## config.mk

```make
export PLATFORM = sky130hd
export DESIGN_NAME = htw_ram
export DESIGN_NICKNAME = d
export VERILOG_FILES = /design/src/rtl/htw_ram.sv
export SDC_FILE = /design/constraint.sdc
export NUM_CORES = 1
export LEC_CHECK = 0
export ABC_CLOCK_PERIOD_IN_PS = 2700
export BUFFER_PORTS_ARGS = -buffer_cell sky130_fd_sc_hd__buf_2
export CAP_MARGIN = 20
export CORE_MARGIN = 2
export CORE_UTILIZATION = 30
export CTS_BUF_LIST = sky130_fd_sc_hd__clkbuf_8
export CTS_CLUSTER_DIAMETER = 100
export DETAILED_ROUTE_END_ITERATION = 10
export SLEW_MARGIN = 0
export SYNTH_ARGS = -nofsm -noshare
export SYNTH_HDL_FRONTEND = slang
export SYNTH_SLANG_ARGS = --single-unit
```

## constraint.sdc

```tcl
create_clock -name clk -period 2.7 [get_ports clk]
set_clock_uncertainty 0.2 [all_clocks]
set_input_delay 0.135 -clock clk [delete_from_list [all_inputs] [get_ports clk]]
set_output_delay 0.135 -clock clk [all_outputs]
set_load 0.02 [all_outputs]
```

## src/rtl/htw_ram.sv

```systemverilog
// generic simple dual-port ram with registered read
module htw_ram #(
  parameter int unsigned WIDTH = 8,
  parameter int unsigned DEPTH = 16
) (
  input  logic                     clk,
  input  logic                     we,
  input  logic [$clog2(DEPTH)-1:0] waddr,
  input  logic [WIDTH-1:0]         wdata,
  input  logic [$clog2(DEPTH)-1:0] raddr,
  output logic [WIDTH-1:0]         rdata
);

  logic [WIDTH-1:0] mem [DEPTH];
  logic [WIDTH-1:0] rdata_r;

  always_ff @(posedge clk) begin
    if (we) begin
      mem[waddr] <= wdata;
    end
    rdata_r <= mem[raddr];
  end

  assign rdata = rdata_r;

endmodule

```

# Word-level counts from Yosys, hierarchy flattened
# Memory sizes are Yosys's and may differ from the RTL's. A register that Yosys moved wholly into a read port is not among the register bits.
# Cells that the tools add are included.
word_totals:
  word_cells: 3
  out_inout_bits: 8
  ram_bits: 128
  regBits: 0
  in_bits: 18
  memories: 1
memory_table:
  columns: ["name", "words", "word_bits", "read_ports", "rd_ports_with_merged_regs", "wr", "line", "text"]
  rows:
  - ["mem", 16, 8, 1, 1, 1, "14", "logic [WIDTH-1:0] mem [DEPTH];"]
op_classes:
  mux: 2
op_table:
  columns: ["op", "count"]
  rows:
  - ["$mux W1", 2]

# Depth between registers and ports, before layout
# Gate-level depths: netlist of the first run.
logic_depth:
  depth_word: 2
  ltp_mapped: 5
  mapped_depth_nobuf: 3

# Least setup slack after synthesis of the first run
# OpenSTA, ideal clock, no wires.
synth_path:
  path_type: "input to register"
  from: "input port waddr[2]"
  to: "memory mem[0][0], enable pin"
  setup_slack_ps: 872
  path_stages: 2
  setup_time_ps: 383
  t_required_ps: 2117
  arrival_ps: 1245
  n_path_buf: 0
  path_cell_list: "or3b_2 -> nor3_1"
synth_lines:
  columns: ["element", "line", "text"]
  rows:
  - ["from (decl)", "8", "input logic [$clog2(DEPTH)-1:0] waddr,"]
  - ["to (decl)", "14", null]
# Straight into the memory's write port.

==> impl_metrics.csv, run 1 <==
group,metric,value,unit
final_layout,fin_nets,306,
power,p_total,4.28,mW
detailed_routing,drtIter0Drc,163,
global_routing,grt_start_max_net_pins,29,
hold_path,hold_path_class,"primary input to flop",
placement,pre_cts_ws,679,ps
setup_path,r2r-start,"mem[1][1]",
clock_network,cts.sinks,136,
global_routing,grtUsageTotal,11.8,%
power,clkPwrFrac,38.9,%
clock_network,cts_buffers,17,
synth,yosysSeqAreaShare,77.8,%
timing,fin_setup_tns,0,ps
synth,syn_area,5150,um^2
setup_path,crit_family,"multiplexers",
clock_network,clk_latency,440,ps
global_routing,top_usage_layer,"met2",
floorplanning,pin_count,26,
power,seqPwrFrac,55.4,%
timing,period_needed,1600,ps
setup_path,worstPathRequired,2830,ps
synth,ys_top_cells_by_area,"edfxtp_1 75%, mux4_2 7.9%, mux4_1 7.1%, dfxtp_1 3.1%, a22oi_1 2.3%",
hold_path,holdPathEnd,"mem[0][1]",
detailed_routing,drc,0,
clock_network,hold_buffers,8,
setup_path,crit_arrival,1730,ps
synth,ys_seq_elements,136,
synth,ys_warn_count,0,
timing,fin_hold_ws,64.0,ps
setup_path,critPathMaxFanout,1,
setup_path,slowest_delay,500,ps
floorplanning,core,16700,um^2
floorplanning,dieWidth,135,um
global_routing,grt_antenna_before_repair,0,
setup_path,worstRegToRegCells,3,
timing,fin_crit_sh,59.2,%
power,p_int,3.43,mW
timing,worst_slack,1100,ps
clock_network,postCtsSetupBuffers,0,
setup_path,crit_slowest_cell,"mux4_1",
floorplanning,dieHeight,135,um
detailed_routing,vias_per_cell,4.61,
hold_path,min_path_cells,3,
global_routing,use_met3,4.13,%
detailed_routing,vias,2403,
synth,yosys-top-cells-count,"128 x edfxtp_1, 18 x mux4_2, 16 x a22oi_1, 14 x mux4_1, 13 x nor2_1",
global_routing,grt_pass1_vias,2578,
final_layout,antenna_cells,0,
hold_path,min-delay-start,"waddr[1]",
detailed_routing,wl,9.91,mm
global_routing,grt_pass1_wl,15.0,mm
setup_path,reg2reg_to,"rdata[1]",
timing,setup_viol_count_final,0,
power,power_density,703,nW/um^2
setup_path,path_cells,"mux4_1 -> a22oi_1 -> nand2_1",
power,p_leak,2.04,nW
clock_network,cts_root_buf,"clkbuf_8",
synth,syn_area_per_cell,22.5,um^2
setup_path,worstSetupStartpointType,"flop",
power,ir_drop,0.292,mV
timing,rsz0062_at_grt,"false",
setup_path,path_class,"flop to flop",
detailed_routing,detail_route.wl_per_cell,19.0,um
detailed_routing,firstDrtPassIters,4,
final_layout,areaGrowthSynthToFinish,18.3,%
timing,hold_viol,0,
synth,synth_edf_count,128,
detailed_routing,ant_nets,0,
timing,tightest_slew,885,ps
global_routing,grt_use_met1,15.0,%
clock_network,ctsResizeCount,0,
setup_path,reg2reg_slack,1100,ps
placement,place_hpwl,6.34,mm
timing,report.final.slew_viol_count,0,
synth,syn_nets,247,
placement,place_congestion,0.711,
floorplanning,start_util,30.8,%
placement,place_area,5600,um^2
synth,synth_top_area_share,74.7,%
synth,async_flop_share,0,%
final_layout,fin_area,6090,um^2
run_status,status,"complete, no violations",
power,swShare,19.9,%
timing,clock.fmax,0.625,GHz
synth,yosysUniqueCellTypes,19,
floorplanning,dieArea,18200,um^2
placement,io_buffers,25,
global_routing,grt-ovfl-total,0,
global_routing,use_met2,18.3,%
power,p_sw,0.853,mW
synth,synth_cells,229,
power,comb_power_share,5.6,%
clock_network,cts_max_path_buffers,2,
setup_path,worst-path-buf-inv,0,
flow_run,drv_cap,0,
setup_path,cp-end-kind,"flop",
clock_network,htreeDepth,4,
clock_network,cts_tree,"built",
synth,yosys.area.top_type,"edfxtp_1",
synth,post-synth-top-count-cell,"edfxtp_1",
final_layout,drive_above_1_share,29.6,%
clock_network,path_clk_slew,70,ps
floorplanning,fp-row-count,47,
synth,ys.flop_type,"edfxtp_1",
timing,max-slew-margin-rel,40.8,%
[cells by family (layout without fill, tap and decap cells)]
kind of cell / count (synthesis) / in the layout / synth area share [%]
flip-flops: 136 / 136 / 77.8
AND/OR/NAND/NOR: 35 / 35 / 3.18
multiplexers: 32 / 32 / 15.0
AO/OA/AOI/OAI: 16 / 16 / 2.33
buffers and inverters: 10 / 82 / 1.68
[per-stage QoR]
stage          util, %  cells
2_1_floorplan        -    229
3_3_place_gp      33.5    481
3_5_place_dp      33.5    481
4_1_cts           36.5    521
5_1_grt           36.5    521
6_report          36.5    521
[power groups by stage]
stage	clock network [mW]	registers, mW	logic (mW)
after global routing	1.81	2.37	0.264
after detailed placement	0	2.42	0.237
final	1.67	2.37	0.241
after global placement	0	2.42	0.231
after floorplan	0	2.43	0.120
after CTS	1.72	2.37	0.247
[layer usage]
| layer | wire (um) | vias up |
|---|---|---|
| met5 | 0 | - |
| li1 | - | 1087 |
| met2 | 4880 | 73 |
| met4 | 88 | 0 |
| met3 | 480 | 7 |
| met1 | 4450 | 1236 |
[state kept, by name, summed over array words and instances, names as in the netlist]
name and count:
mem 128, rdata 8
[tightest hold or removal path: cells and delay by family]
| kind | cells | cell delay [ps] |
|---|---|---|
| buffers and inverters | 2 | 320 |
| and+or+nand+nor | 1 | 70 |
[worst max path at each step]
stage / to / from / depth (start not counted) / slack (ps)
6_report: rdata[1] / mem[1][1] / 3 / 1100
3_5_place_dp: mem[2][1] / waddr[2] / 3 / 680
4_1_cts: rdata[1] / mem[1][1] / 3 / 1090
3_3_place_gp: mem[2][2] / waddr[2] / 3 / 720
2_1_floorplan: mem[0][0] / waddr[2] / 2 / 870
5_1_grt: rdata[1] / mem[1][1] / 3 / 1040
[cell type report]
cell class | count | area [um^2]
clock buffers | 20 | 275
flip-flops and latches | 136 | 4000
well taps | 220 | 275
clock inverters | 12 | 133
fillers | 1563 | 10600
repair buffers | 50 | 345
multi-input cells | 83 | 1060
[layout by cell type, fill, tap and decap left out]
cell	count
edfxtp_1	128
buf_2	25
clkbuf_8	20
mux4_2	18
a22oi_1	16
buf_4	16
mux4_1	14
nor2_1	13
nand2_1	9
dlygate4sd3_1	8
dfxtp_1	8
nor3_1	4
clkinv_2	4
bufinv_16	3
inv_1	3
nand3b_1	2
nand2b_1	2
nor2b_1	1
and2_1	1
and2b_1	1
nand3_1	1
or3b_2	1
clkinvlp_4	1
clkinv_1	1
buf_12	1
Power figures use the tool's default switching activity.
==> run 2: changes to the inputs <==
ABC_AREA = 1   (was unset)
ABC_CLOCK_PERIOD_IN_PS = 1600   (was 2700)
clock period = 1.6 ns   (was 2.7 ns; I/O delays follow)
==> run 2 against run 1 <==
Area after synthesis is 12% higher. Core utilization is 0.18 points lower. Sequential power is 69% higher. Global-route usage is 2.5 points higher. Count of clock-buffer cells in the layout is 1 lower. Via count is 58% higher. Critical endpoint is now rdata[7]. Largest cell class unchanged. Highest routed layer unchanged.
==> impl_metrics.csv, run 2 <==
group,metric,value,unit
run_status,status,"complete, no violations",
synth,synth.area.mux_share,0,%
synth,yosys.area.top_type,"edfxtp_1",
timing,tightest_slew,431,ps
synth,yosysUniqueCellTypes,12,
synth,ys.flop_type,"edfxtp_1",
placement,place_area,6280,um^2
timing,fin_crit_sh,93.3,%
final_layout,antenna_cells,0,
final_layout,drive_above_1_share,13.2,%
synth,synth_top_family_by_area,"simple AND/OR/NAND/NOR gates",
synth,ys_warn_count,0,
detailed_routing,vias_per_cell,4.45,
global_routing,grtUsageTotal,14.2,%
setup_path,worstPathRequired,1790,ps
power,power_density,1110,nW/um^2
timing,period_needed,1490,ps
setup_path,cp-end-kind,"flop",
synth,synthAdderAreaFrac,0,%
clock_network,cts.sinks,136,
setup_path,r2r-start,"mem[0][7]",
floorplanning,dieArea,20300,um^2
clock_network,cts_root_buf,"clkbuf_8",
synth,synthXorXnorAreaFrac,0,%
placement,place_hpwl,8.43,mm
final_layout,fin_nets,626,
synth,synth_top_area_share,66.7,%
placement,place_congestion,0.867,
synth,ys_top_cells_by_area,"edfxtp_1 67%, nand2_1 11%, nand3_1 8.4%, inv_1 6.5%, dfxtp_1 2.8%",
detailed_routing,ant_nets,0,
synth,syn_nets,569,
floorplanning,dieWidth,143,um
timing,fin_setup_tns,0,ps
detailed_routing,vias,3801,
timing,rsz0062_at_grt,"false",
detailed_routing,drc,0,
synth,syn_area_per_cell,10.5,um^2
final_layout,largest_register_ffs,128,
power,ir_drop,0.619,mV
setup_path,worstSetupStartpointType,"primary input",
floorplanning,fp-row-count,50,
synth,synth_cells,551,
timing,setup_viol_count_final,0,
synth,yosysSeqAreaShare,69.4,%
clock_network,htreeDepth,4,
setup_path,crit_start,"raddr[1]",
final_layout,areaGrowthSynthToFinish,18.1,%
global_routing,grt_pass1_vias,3662,
global_routing,grt-ovfl-total,0,
hold_path,min-delay-start,"we",
setup_path,reg2reg_slack,390,ps
synth,synth_edf_count,128,
clock_network,cts_tree,"built",
timing,max-slew-margin-rel,71.3,%
synth,async_flop_share,0,%
synth,ys_seq_elements,136,
global_routing,grt_pass1_wl,20.9,mm
global_routing,grt_antenna_before_repair,0,
detailed_routing,firstDrtPassIters,5,
detailed_routing,drtIter0Drc,302,
timing,clock.fmax,0.670,GHz
global_routing,grt_start_max_net_pins,46,
setup_path,path_class,"primary input to flop",
final_layout,largest_register,"mem",
clock_network,cts_max_path_buffers,2,
placement,io_buffers,25,
clock_network,clk_latency,450,ps
flow_run,drv_cap,0,
floorplanning,dieHeight,143,um
synth,yosys-top-cells-count,"173 x nand2_1, 128 x edfxtp_1, 100 x inv_1, 97 x nand3_1, 17 x nor2_1",
final_layout,layout_commonest_cell,"nand2_1",
power,p_leak,2.95,nW
synth,syn_area,5770,um^2
timing,hold_viol,0,
hold_path,hold_path_class,"primary input to flop",
floorplanning,core,18800,um^2
floorplanning,start_util,30.7,%
clock_network,cts_buffers,17,
final_layout,final_cell_mix,"173 x nand2_1, 128 x edfxtp_1, 103 x inv_1",
detailed_routing,detail_route.wl_per_cell,15.9,um
detailed_routing,wl,13.6,mm
synth,synthSimpleGateAreaFrac,21.0,%
clock_network,path_clk_slew,80,ps
timing,report.final.slew_viol_count,0,
synth,synth-compound-area-share,0,%
setup_path,crit_arrival,1680,ps
setup_path,critPathMaxFanout,22,
floorplanning,pin_count,26,
final_layout,fin_area,6810,um^2
synth,post-synth-top-count-cell,"nand2_1",
## run 2: cell count changes in the layout (fill, tap and decap cells not counted), sizes merged, moves of 4 or more
cell / change
a22oi: -16
inv: +102
nor3: -4
mux4: -32
buf: +9
nand3: +96
nand2: +164
nor2: +4
## run 2: cell type report
cell class	instances	area, um^2
clock buffers	19	262
clock inverters	13	161
fillers	1862	12000
inverters	102	383
multi-input cells	289	1210
flip-flops and latches	136	4000
well taps	234	293
repair buffers	62	493
## run 2: power breakdown
group / internal [mW] / switching, mW / leakage (nW)
clock: 1.75 / 1.26 / 0.233
sequential: 3.98 / 0.0263 / 1.22
combinational: 0.181 / 0.382 / 1.49
## run 2: worst max-delay path: stages
cell           delay, ps
dlygate4sd3_1        530
buf_2                150
inv_2                210
buf_12               210
nand3_1               90
nand3_1              130
nand3_1              130
nand2_1              130
## run 2: kinds of logic (layout without fill, tap and decap cells)
kind of cell | after synthesis | count (layout)
DFF | 136 | 136
and+or+nand+nor | 289 | 289
buffers and inverters | 126 | 196
## run 2: worst paths after layout
kind,depth (start not counted),end
max reg2reg,6,rdata[7]
max,8,rdata[7]
min reg2reg,6,rdata[6]
min,4,mem[2][2]
## run 2: timing repair
item                                   4_1_cts  5_1_grt
setup buffers                                0        0
resized for setup                            0        0
hold buffers                                11        0
endpoints found under the hold margin      136        0
## run 2: per-stage QoR
step | total power, mW | utilization, % | setup slack (ps) | instances | hold slack (ps)
4_1_cts | 7.65 | 36.3 | 120 | 855 | 35.0
6_report | 7.58 | 36.3 | 107 | 855 | 59.6
5_1_grt | 7.85 | 36.3 | 35.2 | 855 | 94.2
3_3_place_gp | 4.63 | 33.4 | 191 | 812 | 303
2_1_floorplan | 4.39 | - | 369 | 551 | -21.1
3_5_place_dp | 4.63 | 33.4 | 183 | 812 | 303
## run 2: metal layers
| layer | track usage [%] | wire length [um] | up-vias |
|---|---|---|---|
| li1 | - | - | 1879 |
| met1 | 18.9 | 6350 | 1796 |
| met2 | 22.2 | 6250 | 103 |
| met3 | 3.25 | 658 | 23 |
| met4 | 6.72 | 367 | 0 |
| met5 | 0 | 0 | - |
