===== config.mk =====
export PLATFORM = sky130hd
export DESIGN_NAME = htw_div
export DESIGN_NICKNAME = d
export VERILOG_FILES = /design/src/rtl/htw_pkg.sv /design/src/rtl/htw_div.sv
export SDC_FILE = /design/constraint.sdc
export NUM_CORES = 1
export LEC_CHECK = 0
export ABC_AREA = 1
export BUFFER_PORTS_ARGS = -buffer_cell sky130_fd_sc_hd__buf_4
export CORE_ASPECT_RATIO = 2
export CORE_MARGIN = 2
export CORE_UTILIZATION = 50
export DETAILED_ROUTE_END_ITERATION = 10
export PLACE_DENSITY = 0.76
export SYNTH_ARGS = -nofsm -noshare
export SYNTH_HDL_FRONTEND = slang
export SYNTH_SLANG_ARGS = --single-unit

===== constraint.sdc =====
create_clock -name clk -period 3.8 [get_ports clk]
set_clock_uncertainty 0.1 [all_clocks]
set_input_delay 0.19 -clock clk [delete_from_list [all_inputs] [get_ports clk]]
set_output_delay 0.19 -clock clk [all_outputs]
set_load 0.005 [all_outputs]

===== src/rtl/htw_pkg.sv =====
// shared types and constants for the hierarchical timer wheel
package htw_pkg;

  localparam int unsigned SLOTS_PER_LEVEL = 256;
  localparam int unsigned LVL_W           = 3;
  localparam int unsigned SLOT_W          = 8;
  localparam int unsigned PER_W           = 10;
  localparam int unsigned MAX_RESULTS     = 64;

  localparam logic [PER_W-1:0] PER_RESET      = 10'd10;
  localparam logic [31:0]      REPEAT_FOREVER = 32'h8000_0000;

  localparam logic [1:0] OP_CREATE  = 2'd0;
  localparam logic [1:0] OP_CANCEL  = 2'd1;
  localparam logic [1:0] OP_RESTART = 2'd2;
  localparam logic [1:0] OP_TICK    = 2'd3;

  localparam logic [1:0] KIND_DONE    = 2'd0;
  localparam logic [1:0] KIND_EXPIRED = 2'd1;
  localparam logic [1:0] KIND_QUIET   = 2'd2;

  localparam logic [1:0] STAT_OK        = 2'd0;
  localparam logic [1:0] STAT_NO_FREE   = 2'd1;
  localparam logic [1:0] STAT_BAD_ENTRY = 2'd2;
  localparam logic [1:0] STAT_NOT_ARMED = 2'd3;

  typedef struct packed {
    logic [1:0] kind;
    logic [5:0] timer;
    logic [1:0] status;
  } res_t;

  typedef struct packed {
    logic [31:0] reps;
    logic [31:0] period;
    logic [63:0] expiry;
  } data_t;

  typedef enum logic [5:0] {
    ST_CLR, ST_IDLE,
    ST_CR0, ST_CR1, ST_ARM_W, ST_RS_ARM,
    ST_CN0, ST_CN1, ST_REL, ST_CMD_OK, ST_FIN,
    ST_TK0, ST_DR0, ST_DR1, ST_DR2, ST_DR3, ST_DR4, ST_DR5, ST_DR6,
    ST_DR_NEXT, ST_DR_END, ST_CAS, ST_EMIT,
    ST_U0, ST_U1, ST_U2, ST_U3, ST_U4, ST_U5,
    ST_F0, ST_F1, ST_F2, ST_F3, ST_F4, ST_F5
  } state_t;

endpackage


===== src/rtl/htw_div.sv =====
// restoring divider, one quotient bit per cycle, hold time by tick period
module htw_div (
  input  logic                      clk,
  input  logic                      rst_n,
  input  logic                      start,
  input  logic [31:0]               dividend,
  input  logic [htw_pkg::PER_W-1:0] divisor,
  output logic                      done,
  output logic [31:0]               quot
);
  import htw_pkg::*;

  logic             act_r, act_nxt;
  logic             done_r, done_nxt;
  logic [4:0]       cnt_r, cnt_nxt;
  logic [PER_W-1:0] rem_r, rem_nxt;
  logic [PER_W-1:0] dvs_r, dvs_nxt;
  logic [31:0]      q_r, q_nxt;
  logic [PER_W:0]   sh;

  assign sh = {rem_r, q_r[31]};

  always_comb begin
    act_nxt  = act_r;
    done_nxt = 1'b0;
    cnt_nxt  = cnt_r;
    rem_nxt  = rem_r;
    dvs_nxt  = dvs_r;
    q_nxt    = q_r;
    if (start) begin
      act_nxt = 1'b1;
      cnt_nxt = '0;
      rem_nxt = '0;
      q_nxt   = dividend;
      dvs_nxt = (divisor == '0) ? PER_W'(1) : divisor;
    end else if (act_r) begin
      if (sh >= {1'b0, dvs_r}) begin
        rem_nxt = PER_W'(sh - {1'b0, dvs_r});
        q_nxt   = {q_r[30:0], 1'b1};
      end else begin
        rem_nxt = PER_W'(sh);
        q_nxt   = {q_r[30:0], 1'b0};
      end
      cnt_nxt = cnt_r + 5'd1;
      if (cnt_r == 5'd31) begin
        act_nxt  = 1'b0;
        done_nxt = 1'b1;
      end
    end
  end

  always_ff @(posedge clk) begin
    if (!rst_n) begin
      act_r  <= 1'b0;
      done_r <= 1'b0;
      cnt_r  <= '0;
    end else begin
      act_r  <= act_nxt;
      done_r <= done_nxt;
      cnt_r  <= cnt_nxt;
    end
  end

  always_ff @(posedge clk) begin
    rem_r <= rem_nxt;
    dvs_r <= dvs_nxt;
    q_r   <= q_nxt;
  end

  assign done = done_r;
  assign quot = q_r;

endmodule


== After elaboration in Yosys (flattened, before gate mapping) ==
Index checks and enable logic that the tools add are counted.
Word-level totals
  register bits: 59
  word-level logic and storage cells: 24
Operators by class
  $add $sub $neg: 2
  $lt $le $gt $ge: 1
  equality and inequality tests: 1
  muxes and demuxes: 8
  bitwise operators: 2
  reduce and logical (&&, ||, !) cells: 4
Operators with widths (count)
  32-bit 2-to-1 mux: 2
  11-bit by 10-bit greater-or-equal comparator with 1-bit output: 1
  10-bit zero test: 1
  10-bit 2-to-1 mux: 1
  10-bit subtractor: 1
  5-bit by 1-bit adder with 5-bit output, second input constant: 1
  5-bit equality test, second input constant: 1
  1-bit 2-to-1 mux: 5
  3-bit OR reduction: 1
  1-bit NOT: 2
  2-bit nonzero test: 1
  2-bit OR reduction: 1

== Logic depth before layout (Yosys ltp) ==
Gate-level depths: netlist of run 1.
  depth after elaboration: 4
  gate-level depth with buffers: 14

== Worst setup path before layout of run 1 ==
No wires, ideal clock.
  path kind: register to register
  start: register q_r[31] (netlist: quot[31])
  end: register rem_r[6]
  arrival time: 1.615 ns
  setup slack: 1.972 ns
  cell stages (with the launch flop): 15
  cells stage by stage: edfxtp_1 inv_1 ha_1 inv_1 fa_1 nand3_1 nand2_1 nand2_1 nand2_1 nand2_1 nand2_1 inv_1 nand2_1 nand3_1 nand2_1
On the way
  cells in the longest elaborated chain, start to end: 2
  elaborated cells on any way between the ends: 3
RTL lines
  start: declaration: line htw_div.sv:18  | logic [31:0] q_r, q_nxt;
  start signal: assignment: line htw_div.sv:67  | q_r <= q_nxt;
  10-bit subtractor or 11-bit by 10-bit greater-or-equal comparator with 1-bit output (tied branches): line htw_div.sv:38, htw_div.sv:37
  10-bit 2-to-1 mux (*): line htw_div.sv:37  | if (sh >= {1'b0, dvs_r}) begin
  end signal: assignment: line htw_div.sv:65  | rem_r <= rem_nxt;
  end: declaration: line htw_div.sv:16  | logic [PER_W-1:0] rem_r, rem_nxt;
Mark *: on every way between the ends. The rest lies on a longest branch, timed or not.
A chain may end at the register's enable or synchronous reset.

== Worst setup path in the final report of run 1 ==
  start: register rem_r[1]
  end: register rem_r[2]
On the way
  cells in the longest elaborated chain, start to end: 2
  elaborated cells on any way between the ends: 3
RTL lines (line)
  10-bit subtractor or 11-bit by 10-bit greater-or-equal comparator with 1-bit output (tied branches): htw_div.sv:38, htw_div.sv:37
  10-bit 2-to-1 mux (*): htw_div.sv:37
Marked as above.

==> impl_metrics.py, run 1 <==
metrics = {
    "run_status": {
        "status": "completed",
    },
    "setup_path": {
        "crit_fanout": 13,
        "cp_top_family": "simple AND/OR/NAND/NOR gates",
        "crit_slowest_cell": "nor2_2",
        "critPathKind": "flop to flop",
        "cp-start-kind": "flop",
        "required_ns": 3.93,
        "max_stage_delay_ns": 0.50,
        "path_cells": "ha_1, nand2_1, nor2_1, nand2_1, nor2_2, nor2_2, nand2_2, nand2_1, nand3_1, o21ai_0",
        "path_buf_inv": 0,
        "end_kind": "flop",
        "crit_top_cell": "nand2_1",
        "crit_arrival_ns": 2.38,
    },
    "synthesis": {
        "synth-seq-area-share_pct": 50.5,
        "syn_area_per_cell_um2": 8.37,
        "synth_nets": 437,
        "synth-seq-cells": 59,
        "ys_warn_count": 0,
        "synth_area_mm2": 0.00317,
        "yosys.cell_types.count": 33,
        "syn_inst": 379,
    },
    "floorplan": {
        "die_area_mm2": 0.00703,
        "rows": 41,
        "io_pins": 78,
        "initial_core_util_pct": 51.1,
        "chipHeight_um": 117,
        "fp.dieW_um": 60.3,
        "core_area_mm2": 0.00621,
    },
    "routing": {
        "vias_per_cell": 4.77,
        "ant_nets": 0,
        "vias": 2613,
        "drtIter0Drc": 120,
        "drt_pass1_iterations": 4,
        "drt_wl_total_mm": 6.65,
        "drcViolationCount": 0,
        "wl_per_cell_um": 12.1,
    },
    "pwr": {
        "cellPowerDensity_mw_per_mm2": 434,
        "peakVddDrop_mv": 0.397,
        "p_leak_nw": 2.08,
    },
    "sta": {
        "finalMaxSlewViolations": 0,
        "layout_min_cycle_time_ns": 2.25,
        "fin_hold_ws_ns": 0.0315,
        "worstMarginPinSlew_ns": 0.923,
        "setup_tns_ns": 0,
        "fmax_mhz": 444,
        "finalHoldViolCount": 0,
        "post-route-period-util_pct": 59.2,
        "setup_violations": 0,
        "rsz0062_at_grt": "no",
        "slew_headroom_pct": 38.1,
    },
    "global_routing": {
        "grtUsageTotal_pct": 20.1,
        "grt-ovfl-total": 0,
        "grt_pass1_wl_mm": 10.7,
        "grt_max_degree": 46,
        "antenna_found_initial": 0,
        "grt_pass1_vias": 2433,
    },
    "cells_and_area": {
        "nets": 515,
        "antenna_cells": 0,
        "final_cell_mix": "nand2_1, buf_4, inv_1",
        "fillers": 519,
        "drive_above_1_share_pct": 23.6,
        "utilization_pct": 66.3,
        "area.growth.synth_to_final_pct": 29.8,
        "layout_commonest_cell": "nand2_1",
    },
    "flow_run": {
        "maxCapViolations": 0,
    },
    "clocking": {
        "postCtsSetupRepairBufs": 0,
        "cts-htree-levels": 3,
        "tritoncts": "yes",
        "clkTransAtPathRegs_ns": 0.05,
        "ctsResizeCount": 0,
        "cts-root-buf": "clkbuf_16",
        "cts_sinks": 59,
        "clk_path_buf_depth": 2,
        "clk_latency_ns": 0.32,
        "cts_buffers": 9,
    },
    "place": {
        "place.gp.congestion": 0.894,
        "hpwl_mm": 4.59,
        "port_buffers": 77,
    },
    "min_path": {
        "hold_class": "input port to flop",
    },
}
[cell families after synthesis]
family / share of synthesized area, %
xor+xnor: 0.829
fa+ha+maj: 5.37
simple gates: 30.1
buf+inv: 8.92
compound gates: 4.26
flops: 50.5
[registers in the layout (all words and copies together), names as in the netlist]
signal / cells
rem_r: 10
cnt_r: 5
done: 1
quot: 32
act_r: 1
dvs_r: 10
[report_power, final]
group / switching (mW) / leakage, nW / internal, mW / total (mW)
registers: 0.0264 / 0.564 / 0.750 / 0.777
clock network: 0.253 / 0.138 / 0.502 / 0.755
logic: 0.130 / 1.38 / 0.127 / 0.257
total: 0.410 / 2.08 / 1.38 / 1.79
[metal layers]
layer | routed length [um] | track usage, %
met5 | 0 | 0
met4 | 116 | 9.19
met3 | 379 | 4.54
met2 | 3230 | 30.9
met1 | 2920 | 26.8
[synthesized netlist by cell type]
library cell / instances / area, um^2
a211oi_1: 1 / 7.51
a21oi_1: 6 / 30.0
a21oi_2: 1 / 8.76
a21oi_4: 2 / 32.5
a31o_2: 1 / 8.76
a31oi_1: 2 / 12.5
and3_1: 1 / 6.26
buf_12: 1 / 20.0
buf_2: 1 / 5.00
buf_6: 2 / 22.5
clkbuf_1: 15 / 56.3
clkbuf_8: 1 / 13.8
clkinv_1: 1 / 3.75
dfxtp_1: 17 / 340
edfxtp_1: 42 / 1260
fa_1: 1 / 20.0
ha_1: 12 / 150
inv_1: 43 / 161
nand2_1: 165 / 619
nand2_2: 4 / 25.0
nand2_4: 2 / 22.5
nand3_1: 17 / 85.1
nand3_2: 4 / 40.0
nand3b_1: 6 / 45.0
nand4_1: 1 / 6.26
nor2_1: 11 / 41.3
nor2_2: 4 / 25.0
nor3_1: 2 / 10.0
nor3_4: 1 / 16.3
nor4_1: 2 / 12.5
o21ai_0: 3 / 15.0
o21ai_1: 4 / 20.0
xnor2_1: 3 / 26.3
[repair_timing]
action,in CTS,in global routing
hold buffers,9,0
hold endpoints to repair,9,0
setup endpoints to repair,0,0
[final timing paths]
check                              start  endpoint  slack (ns)  cells after the start
worst min-delay path               rst_n      done        0.03                      2
worst max register to register  rem_r[1]  rem_r[2]        1.55                     10
worst min register to register  cnt_r[4]  cnt_r[4]        0.37                      2
worst max-delay path            rem_r[1]  rem_r[2]        1.55                     10
[through the flow]
step	setup WS, ns	std cells	total power [mW]	cell area [um^2]
floorplan	1.97	379	0.920	3170
global placement	1.48	523	1.04	3750
detailed placement	1.54	523	1.04	3750
CTS	1.58	548	1.80	4120
global route	1.35	548	1.87	4120
finish	1.55	548	1.79	4120
[area by class of cell]
type	instances	area, um^2	share of cell area [%]
Multi-Input combinational cell	256	1290	31.2
Inverter	44	165	4.01
Clock inverter	4	43.8	1.06
Sequential cell	59	1600	38.9
Timing Repair Buffer	87	676	16.4
Tap cell	86	108	2.61
Clock buffer	12	236	5.74
Power figures use the tool's default switching activity.
==> inputs of run 2 (changes only) <==
Clock period 3.8 ns to 2.1 ns, I/O delays scaled along.
==> impl_metrics.py, run 2 (synthesized netlist as in run 1, its figures left out) <==
metrics = {
    "run_status": {
        "status": "completed",
    },
    "routing": {
        "ant_nets": 0,
        "wl_per_cell_um": 12.3,
        "drtIter0Drc": 141,
        "drcViolationCount": 0,
        "vias": 2752,
        "drt_pass1_iterations": 4,
        "drt_wl_total_mm": 7.24,
        "vias_per_cell": 4.68,
    },
    "floorplan": {
        "io_pins": 78,
        "initial_core_util_pct": 51.1,
        "rows": 41,
        "fp.dieW_um": 60.3,
        "chipHeight_um": 117,
        "core_area_mm2": 0.00621,
        "die_area_mm2": 0.00703,
    },
    "setup_path": {
        "r2r_setup_slack_ns": 0.15,
        "required_ns": 2.22,
        "crit_arrival_ns": 2.07,
        "end_kind": "flop",
        "cp.depth": 14,
        "cp_top_family": "simple AND/OR/NAND/NOR gates",
        "worstReg2RegStart": "quot[31]",
        "r2r-end": "rem_r[6]",
        "path_cells": "inv_1, ha_1, inv_1, fa_1, nand3_1, nand2_1, nand2_1, nand2_1, nand2_1, nand2_1, inv_1, nand2_1, nand3_1, nand2_1",
        "critPathKind": "flop to flop",
        "cp-start-kind": "flop",
        "crit_fanout": 3,
        "cp-startpoint": "quot[31]",
        "max_stage_delay_ns": 0.40,
        "endpoint": "rem_r[6]",
        "crit_top_cell": "nand2_1",
        "path_buf_inv": 3,
        "crit_slowest_cell": "fa_1",
        "rr_worst_depth": 14,
    },
    "sta": {
        "fin_ws_ns": 0.148,
        "layout_min_cycle_time_ns": 1.95,
        "fin_hold_ws_ns": 0.0829,
        "finalHoldViolCount": 0,
        "rsz0062_at_grt": "no",
        "fmax_mhz": 512,
        "post-route-period-util_pct": 93.0,
        "finalMaxSlewViolations": 0,
        "setup_violations": 0,
        "setup_tns_ns": 0,
        "worstMarginPinSlew_ns": 0.425,
        "slew_headroom_pct": 71.4,
    },
    "clocking": {
        "cts_buffers": 9,
        "clk_path_buf_depth": 2,
        "cts_sinks": 59,
        "ctsResizeCount": 0,
        "cts-htree-levels": 3,
        "clk_latency_ns": 0.32,
        "cts-root-buf": "clkbuf_16",
        "clkTransAtPathRegs_ns": 0.05,
        "ctsHoldBuffers": 42,
        "postCtsSetupRepairBufs": 0,
        "tritoncts": "yes",
    },
    "cells_and_area": {
        "final_area_mm2": 0.00457,
        "largest_register_ffs": 32,
        "antenna_cells": 0,
        "nets": 555,
        "drive_above_1_share_pct": 23.9,
        "area.growth.synth_to_final_pct": 44.1,
        "final_cell_mix": "nand2_1, buf_4, inv_1",
        "utilization_pct": 73.6,
        "layout_commonest_cell": "nand2_1",
    },
    "global_routing": {
        "grt_pass1_vias": 2640,
        "grt_max_degree": 34,
        "antenna_found_initial": 0,
        "grt_pass1_wl_mm": 11.8,
        "grt-ovfl-total": 0,
        "grtUsageTotal_pct": 22.4,
    },
    "pwr": {
        "peakVddDrop_mv": 0.922,
        "cellPowerDensity_mw_per_mm2": 774,
        "p_leak_nw": 2.27,
    },
    "place": {
        "placed_area_mm2": 0.00381,
        "hpwl_mm": 4.82,
        "place.gp.congestion": 0.872,
        "dp_slack_ns": 0.165,
        "port_buffers": 77,
    },
    "min_path": {
        "worstHoldStart": "start",
        "hold_class": "input port to flop",
    },
    "flow_run": {
        "maxCapViolations": 0,
    },
}
-- run 2: cell count changes in the layout (fill, tap and decap cells not counted) --
cell | previous run | this run
buf_12 | 0 | 1
inv_6 | 0 | 1
buf_4 | 78 | 84
dlygate4sd3_1 | 9 | 42
clkinvlp_4 | 0 | 2
clkbuf_1 | 3 | 0
clkbuf_8 | 0 | 2
clkinv_1 | 2 | 1
bufinv_16 | 1 | 2
clkinv_2 | 2 | 0
-- run 2: metrics by stage --
step	total power, mW	instances
2_1_floorplan	1.66	379
3_3_place_gp	1.88	530
3_5_place_dp	1.89	530
4_1_cts	3.56	588
5_1_grt	3.69	588
6_report	3.54	588
-- run 2: cell type report --
type                            count  area (um^2)
Fill cell                         455         1640
Clock inverter                      5         83.8
Inverter                           44          165
Clock buffer                       11          253
Tap cell                           86          108
Sequential cell                    59         1600
Timing Repair Buffer              127         1070
Multi-Input combinational cell    256         1290
-- run 2: worst min path at each step --
| stage | to | slack [ns] | cells past startpoint |
|---|---|---|---|
| after floorplan | dvs_r[0] | 0.12 | 0 |
| after global placement | dvs_r[3] | 0.19 | 1 |
| after detailed placement | dvs_r[1] | 0.19 | 1 |
| after CTS | quot[24] | 0.07 | 3 |
| after global routing | quot[24] | 0.09 | 3 |
| final | quot[24] | 0.08 | 3 |
-- run 2: routing by layer --
layer | vias to the layer above | GRT usage (%) | share of wire (%)
met5 | - | 0 | 0
li1 | 1437 | - | -
met3 | 5 | 4.98 | 4.8
met1 | 1241 | 28.2 | 43
met2 | 69 | 36.8 | 51
met4 | 0 | 8.15 | 0.93
-- run 2: where the power goes --
group / switching, mW / internal [mW] / total (mW)
registers: 0.0460 / 1.36 / 1.40
logic: 0.250 / 0.279 / 0.529
clock network: 0.499 / 1.11 / 1.60
-- run 2: worst min-delay path, stage by stage --
cell	delay [ns]
buf_4	0.17
nand2_1	0.07
nand2_1	0.05
==> inputs of run 3 (changes only) <==
Settings changed: CAP_MARGIN set to 20.
Clock period 2.1 ns to 1.95 ns, I/O delays scaled along.
==> impl_metrics.py, run 3 (synthesized netlist as in run 1, its figures left out) <==
metrics = {
    "sta": {
        "post-route-period-util_pct": 95.9,
        "finalHoldViolCount": 0,
        "finalMaxSlewViolations": 0,
        "fmax_mhz": 535,
        "fin_ws_ns": 0.0801,
        "worstMarginPinSlew_ns": 0.377,
        "slew_headroom_pct": 74.9,
        "layout_min_cycle_time_ns": 1.87,
        "setup_violations": 0,
        "rsz0062_at_grt": "yes",
    },
    "clocking": {
        "cts-root-buf": "clkbuf_16",
        "clk_latency_ns": 0.32,
        "clkTransAtPathRegs_ns": 0.05,
        "cts_sinks": 59,
        "cts_buffers": 9,
        "clk_path_buf_depth": 2,
        "cts-htree-levels": 3,
        "tritoncts": "yes",
    },
    "place": {
        "placed_cells": 532,
        "dp_slack_ns": 0.00501,
        "place.gp.congestion": 0.866,
        "port_buffers": 77,
        "hpwl_mm": 4.89,
    },
    "routing": {
        "ant_nets": 0,
        "drt_wl_total_mm": 7.62,
        "vias_per_cell": 4.76,
        "wl_per_cell_um": 12.9,
        "vias": 2812,
        "drt_pass1_iterations": 4,
        "drcViolationCount": 0,
        "drtIter0Drc": 80,
    },
    "cells_and_area": {
        "utilization_pct": 74.1,
        "antenna_cells": 0,
        "layout_commonest_cell": "nand2_1",
        "final_cells": 591,
        "nets": 558,
        "area.growth.synth_to_final_pct": 45.0,
        "final_cell_mix": "nand2_1, buf_4, edfxtp_1, dlygate4sd3_1, inv_1",
        "largest_register_ffs": 32,
        "drive_above_1_share_pct": 25.3,
    },
    "setup_path": {
        "r2r_setup_slack_ns": 0.08,
        "crit_top_cell": "nand2_1",
        "rr_worst_depth": 14,
        "critPathKind": "flop to flop",
        "crit_slowest_cell": "edfxtp_1",
        "crit_fanout": 3,
        "end_kind": "flop",
        "crit_arrival_ns": 1.98,
        "cp-start-kind": "flop",
        "max_stage_delay_ns": 0.39,
        "required_ns": 2.06,
        "path_cells": "inv_2, ha_1, inv_2, fa_2, nand3_2, nand2_2, nand2_2, nand2_1, nand2_1, nand2_1, inv_1, nand2_1, nand3_1, nand2_1",
    },
    "global_routing": {
        "grt_pass1_vias": 2600,
        "grt_max_degree": 33,
        "grt_pass1_wl_mm": 11.7,
        "antenna_found_initial": 0,
        "grtUsageTotal_pct": 22.4,
        "grt-ovfl-total": 0,
    },
    "pwr": {
        "peakVddDrop_mv": 0.693,
        "cellPowerDensity_mw_per_mm2": 778,
        "p_leak_nw": 2.24,
    },
    "run_status": {
        "status": "completed",
    },
    "floorplan": {
        "core_area_mm2": 0.00621,
        "io_pins": 78,
        "fp.dieW_um": 60.3,
        "rows": 41,
        "initial_core_util_pct": 51.1,
        "chipHeight_um": 117,
        "die_area_mm2": 0.00703,
    },
    "min_path": {
        "holdPathStages": 3,
        "hold_class": "input port to flop",
    },
    "flow_run": {
        "maxCapViolations": 0,
    },
}
run 3: cell type report:
class	count	area (um^2)
Clock inverter	5	45.0
Inverter	44	165
Timing Repair Buffer	130	1080
Fill cell	454	1610
Clock buffer	11	233
Multi-Input combinational cell	256	1360
Sequential cell	59	1600
Tap cell	86	108
run 3: critical path: cells and delay by family, from the launching register on:
kind                     cells  cell delay, ns
adder cells (fa/ha/maj)      2            0.54
buffers and inverters        3            0.17
flip-flops                   1            0.39
AND/OR/NAND/NOR              9            0.56
run 3: final timing paths:
check         startpoint  endpoint
max             quot[31]  rem_r[6]
min          dividend[0]   quot[0]
max reg2reg     quot[31]  rem_r[6]
min reg2reg     rem_r[7]  rem_r[7]
run 3: through the flow:
step	TNS [ns]	cell area, um^2	hold WS [ns]	total power [mW]
after global placement	0	3810	0.185	2.03
after floorplan	0	3170	0.110	1.79
after detailed placement	0	3810	0.188	2.03
after CTS	0	4510	0.0648	3.57
final	0	4600	0.0767	3.58
after global routing	-0.0439	4600	0.0828	3.74
run 3: repair_timing:
action / 4_1_cts / 5_1_grt
hold buffers: 42 / 0
gates resized for setup: 1 / 16
pin swaps: 0 / 2
endpoints found under the hold margin: 43 / 0
endpoints found under the setup margin: 1 / 10
buffers inserted: 0 / 1
run 3: power by group:
part           internal (mW)  switching (mW)  leakage (nW)
clock                  0.969           0.496         0.134
combinational          0.317           0.282          1.55
sequential              1.46          0.0507         0.564
total                   2.75           0.829          2.24
run 3: routing by layer:
metal	vias to the layer above	routed length (um)	track usage [%]
met5	-	0	0
met4	0	57	6.96
met3	5	451	6.42
met2	83	3980	36.7
met1	1276	3130	28.1
li1	1448	-	-
